`src/rtl/core/sme_pkg.sv`:
```
// Shared types and constants for the stack machine executor.
// No dependencies; imported by every module of the block.
package sme_pkg;
   localparam int DataDepth   = 64;
   localparam int RegTotal    = 8;
   localparam int RetDepth    = 16;
   localparam int ProgramMax  = 1024;
   localparam int WordBits    = 32;
   localparam int DsAw        = $clog2(DataDepth);
   localparam int RsAw        = $clog2(RetDepth);
   localparam int RfAw        = (RegTotal > 1) ? $clog2(RegTotal) : 1;
   localparam logic [10:0] LimitReset = 11'd1000;

   typedef enum logic [4:0] {
      OP_PUSH = 5'd0, OP_POP = 5'd1, OP_DUP = 5'd2, OP_SWAP = 5'd3, OP_SETREG = 5'd4,
      OP_ADD = 5'd5, OP_SUB = 5'd6, OP_MUL = 5'd7, OP_DIV = 5'd8, OP_PRINT = 5'd9,
      OP_PRINTC = 5'd10, OP_INPUT = 5'd11, OP_JMP = 5'd12, OP_JIZ = 5'd13,
      OP_JNZ = 5'd14, OP_JIP = 5'd15, OP_JIN = 5'd16, OP_CALL = 5'd17,
      OP_RET = 5'd18, OP_END = 5'd19, OP_RESTART = 5'd20
   } op_type;

   typedef enum logic [3:0] {
      ST_OK = 4'd0, ST_UNDER = 4'd1, ST_BADREG = 4'd2, ST_DIVZERO = 4'd3,
      ST_NOINPUT = 4'd4, ST_BOUND = 4'd5, ST_RSUNDER = 4'd6, ST_BADOP = 4'd7,
      ST_OVER = 4'd8, ST_RSOVER = 4'd9, ST_LIMIT = 4'd10
   } status_type;

   typedef enum logic [2:0] {
      S_IDLE, S_READ, S_EXEC, S_DIV, S_DONE
   } state_type;

   localparam logic [4:0] CsrLength = 5'd0;
   localparam logic [4:0] CsrLimit  = 5'd1;

   // controller -> datapath
   typedef struct packed {
      logic capture;   // latch the instruction
      logic read;      // stack reads issued
      logic exec;      // evaluate and commit
      logic div_start;
      logic div_step;
      logic div_commit;
      logic out_load;
   } cmd_type;

   // datapath -> controller
   typedef struct packed {
      logic need_div;
      logic div_done;
   } stat_type;
endpackage

```
`src/rtl/core/sme_ctrl.sv`:
```
// Sequencer for the stack machine executor.
// Depends on sme_pkg; drives the datapath command struct.
module sme_ctrl
   import sme_pkg::*;
(
   input  logic     clock,
   input  logic     reset,
   input  logic     req_fire,
   input  logic     out_free,
   input  stat_type stat,
   output cmd_type  cmd,
   output logic     busy
);
   state_type state_ff, state_in;

   always_ff @(posedge clock) begin
      if (reset) state_ff <= S_IDLE;
      else state_ff <= state_in;
   end

   // next state
   always_comb begin
      state_in = state_ff;
      unique case (state_ff)
         S_IDLE: if (req_fire) state_in = S_READ;
         S_READ: state_in = S_EXEC;
         S_EXEC: state_in = stat.need_div ? S_DIV : S_DONE;
         S_DIV:  if (stat.div_done) state_in = S_DONE;
         S_DONE: if (out_free) state_in = S_IDLE;
         default: state_in = S_IDLE;
      endcase
   end

   // outputs
   always_comb begin
      cmd = '0;
      cmd.capture = (state_ff == S_IDLE) && req_fire;
      unique case (state_ff)
         S_READ: cmd.read = 1'b1;
         S_EXEC: begin
            cmd.exec = 1'b1;
            cmd.div_start = stat.need_div;
         end
         S_DIV: begin
            cmd.div_step = 1'b1;
            cmd.div_commit = stat.div_done;
         end
         S_DONE: cmd.out_load = out_free;
         default: ;
      endcase
   end
   assign busy = (state_ff != S_IDLE);
endmodule

```
`config.mk`:
```
export PLATFORM = sky130hd
export DESIGN_NAME = sme_ctrl
export DESIGN_NICKNAME = d
export VERILOG_FILES = /design/src/rtl/core/sme_pkg.sv /design/src/rtl/core/sme_ctrl.sv
export SDC_FILE = /design/constraint.sdc
export NUM_CORES = 1
export LEC_CHECK = 0
export ABC_CLOCK_PERIOD_IN_PS = 1500
export BUFFER_PORTS_ARGS = -buffer_cell sky130_fd_sc_hd__buf_4
export CAP_MARGIN = 20
export CORE_AREA = 3 3 40 42
export CTS_CLUSTER_DIAMETER = 150
export DETAILED_ROUTE_END_ITERATION = 12
export DIE_AREA = 0 0 43 45
export GPL_TIMING_DRIVEN = 0
export PLACE_DENSITY = 0.46
export SLEW_MARGIN = 20
export SYNTH_ARGS = -nofsm -noshare
export SYNTH_HDL_FRONTEND = slang
export SYNTH_SLANG_ARGS = --single-unit
```
`constraint.sdc`:
```
create_clock -name clock -period 1.5 [get_ports clock]
set_input_delay 0.3 -clock clock [delete_from_list [all_inputs] [get_ports clock]]
set_output_delay 0.3 -clock clock [all_outputs]
set_load 0.01 [all_outputs]
```
==> flow_summary_export.csv <==
group,metric,value,unit
die,die_h,45,um
critical_path,criticalPathCategory,"flip-flop to output pin",
timing,setup_violations,0,
synthesis,syn_avg_cell_area,7.728,sq um
timing,tns,0,ps
critical_path,worstPathArrival,1160,ps
final_layout,final_util,32.72,%
grt,grt_max_degree,13,
final_layout,final_cells,67,
final_layout,final_nets,59,
synthesis,yosysMostFrequentCell,"nor2_1",
power_and_ir_drop,power,0.6001,mW
drt,drt_iter0_drc,5,
final_layout,largest_register_ffs,3,
grt,antenna_found_initial,0,
final_layout,drive_above_1_share,55.77,%
timing,tightest_slew,308.9,ps
final_layout,largest-register,"state_ff",
critical_path,worst_setup_path_end_kind,"output pin",
synthesis,yosys_most_used_dff,"dfxtp_1",
clock_network,clock-sinks,3,
timing,slew_headroom,79.22,%
synthesis,synth_area_leaders,"dfxtp_1, buf_6, nor2_1",
synthesis,seq_area_frac_synth,22.86,%
synthesis,synth_edf_count,0,
clock_network,cts_hold_buf,0,
synthesis,yosysUniqueCellTypes,20,
place,hpwl,518.7,um
timing,slew_violations,0,
timing,fmax,0.6871,GHz
grt,grt_use_met1,10.10,%
grt,busiest_layer,"met1",
synthesis,synth_xor_area_share,0,%
grt,grtUsageTotal,7.903,%
power_and_ir_drop,peakVddDrop,0.4819,mV
drt,firstDrtPassIters,4,
final_layout,nFillCells,139,
outcome,status,"finished, final reports clean",
timing,finalCritPeriodShare,97.03,%
synthesis,ys_ff_latch,3,
grt,overflow,0,
synthesis,ys_top_cells_by_count,"nor2_1, dfxtp_1, inv_1, nor3_1",
clock_network,root_buffer,"clkbuf_4",
die,dieArea,0.001935,sq mm
clock_network,clk_pin_slew,40,ps
grt,grt.met3_usage,5.578,%
grt,grt_pass1_wl,1110,um
run,cap_violations,0,
timing,hold_viol,0,
synthesis,synthAdderAreaFrac,0,%
synthesis,synth_top_area_cell,"dfxtp_1",
die,die_w,43,um
grt,met2_usage,9.880,%
drt,routed_via_density,4.373,
synthesis,ys_warn_count,0,
drt,vias,293,
synthesis,synth_compound_area_share,18.57,%
die,core_area,0.001285,sq mm
die,io_pins,14,
synthesis,synthSimpleGateAreaFrac,43.81,%
synthesis,synth_top_area_share,22.86,%
drt,drc,0,
final_layout,antenna_cells,0,
worst_hold_path,min_path_type,"primary input to flip-flop",
place,port_buffers,13,
final_layout,syn_to_final_growth,60.00,%
power_and_ir_drop,power.leakage,0.2019,nW
timing,min_period,1455,ps
synthesis,synth_area,262.8,sq um
die,initial_core_util,20.45,%
drt,drt-total-wl,688,um
synthesis,syn_nets,40,
synthesis,synth.mux.area_fraction,0,%
clock_network,h-tree-depth,1,
timing,fin_worst_skew,0.1274,ps
clock_network,cts_tree,"yes",
synthesis,async_flop_share,0,%
clock_network,insertion_delay,230,ps
critical_path,critPathLaunchType,"flip-flop",
synthesis,synth_top_family_by_area,"simple AND/OR/NAND/NOR gates",
critical_path,worstPathMaxFanout,8,
power_and_ir_drop,powerDensity,1427,mW/mm^2
die,row_count,13,
place,dp.cells,62,
clock_network,clk_path_buf_depth,2,
clock_network,cts_buffers,3,
critical_path,crit_required,1200,ps
place,place_congestion,0.7512,
final_layout,top_regs,"state_ff (3)",
synthesis,synthCells,34,
drt,post_drt_wl_per_cell,10.27,um
drt,antenna_left,0,
grt,grt_pass1_vias,260,
## report_power, final
group	internal, mW	switching [mW]	total, mW
registers	0.109	0.0432	0.152
clock network	0.0996	0.0408	0.140
logic	0.180	0.128	0.308
## cell usage in the layout (no fill, tap or decap), drive strengths merged
cell type and count:
inv 3, or3 1, nand2 2, clkbuf 4, a311oi 1, o2bb2ai 1, o211a 1, nor3b 1
buf 17, nand2b 2, and2 2, o21a 1, and3 1, nor4 1, nor3 3, nor2b 1
dfxtp 3, nor2 5, a2bb2oi 1, o21ai 1
## critical path, cell delays in order, from the launching register on
cell and delay (ps):
dfxtp_4 360, or3_4 370, nor2_2 80, buf_4 120
## cell families (layout without fill, tap and decap cells)
family | after synthesis | count (layout)
compound gates | 6 | 6
simple gates | 19 | 19
buf+inv | 6 | 24
flops | 3 | 3
## through the flow
stage               area [sq um]  setup WS [ps]  hold slack [ps]
floorplan                  262.8          214.8            376.8
global placement           379.1          182.5            510.5
detailed placement         379.1          190.4            504.9
CTS                        405.4         -35.56            249.3
global route               420.4         -14.52            248.8
finish                     420.4          44.50            254.7
## layout make-up
class                           instances  area (sq um)  share of cell area [%]
Clock buffer                            4         26.28                   6.250
Inverter                                3         11.26                   2.679
Multi-Input combinational cell         25         170.2                   40.48
Sequential cell                         3         66.31                   15.77
Tap cell                               15         18.77                   4.464
Timing Repair Buffer                   17         127.6                   30.36
## per-layer routing
metal / up-vias / part of all wire, %
met2: 16 / 39
li1: 151 / -
met1: 126 / 49
met4: 0 / 0
met3: 0 / 12
met5: - / 0
## final timing paths
| kind | end | start | slack (ps) | cells after the start |
|---|---|---|---|---|
| worst min register to register | state_ff[1] | state_ff[2] | 560 | 2 |
| worst max-delay path | cmd[6] | state_ff[1] | 40 | 3 |
| worst max register to register | state_ff[2] | state_ff[2] | 410 | 4 |
| worst min-delay path | state_ff[1] | reset | 250 | 2 |
## repair_timing
item / in CTS / in global routing
gates resized for setup: 1 / 5
endpoints found under the setup margin: 2 / 8
cloned: 0 / 0
pin swaps: 2 / 2
setup buffers: 2 / 2
Note: power is estimated with default switching activity, not from simulation.
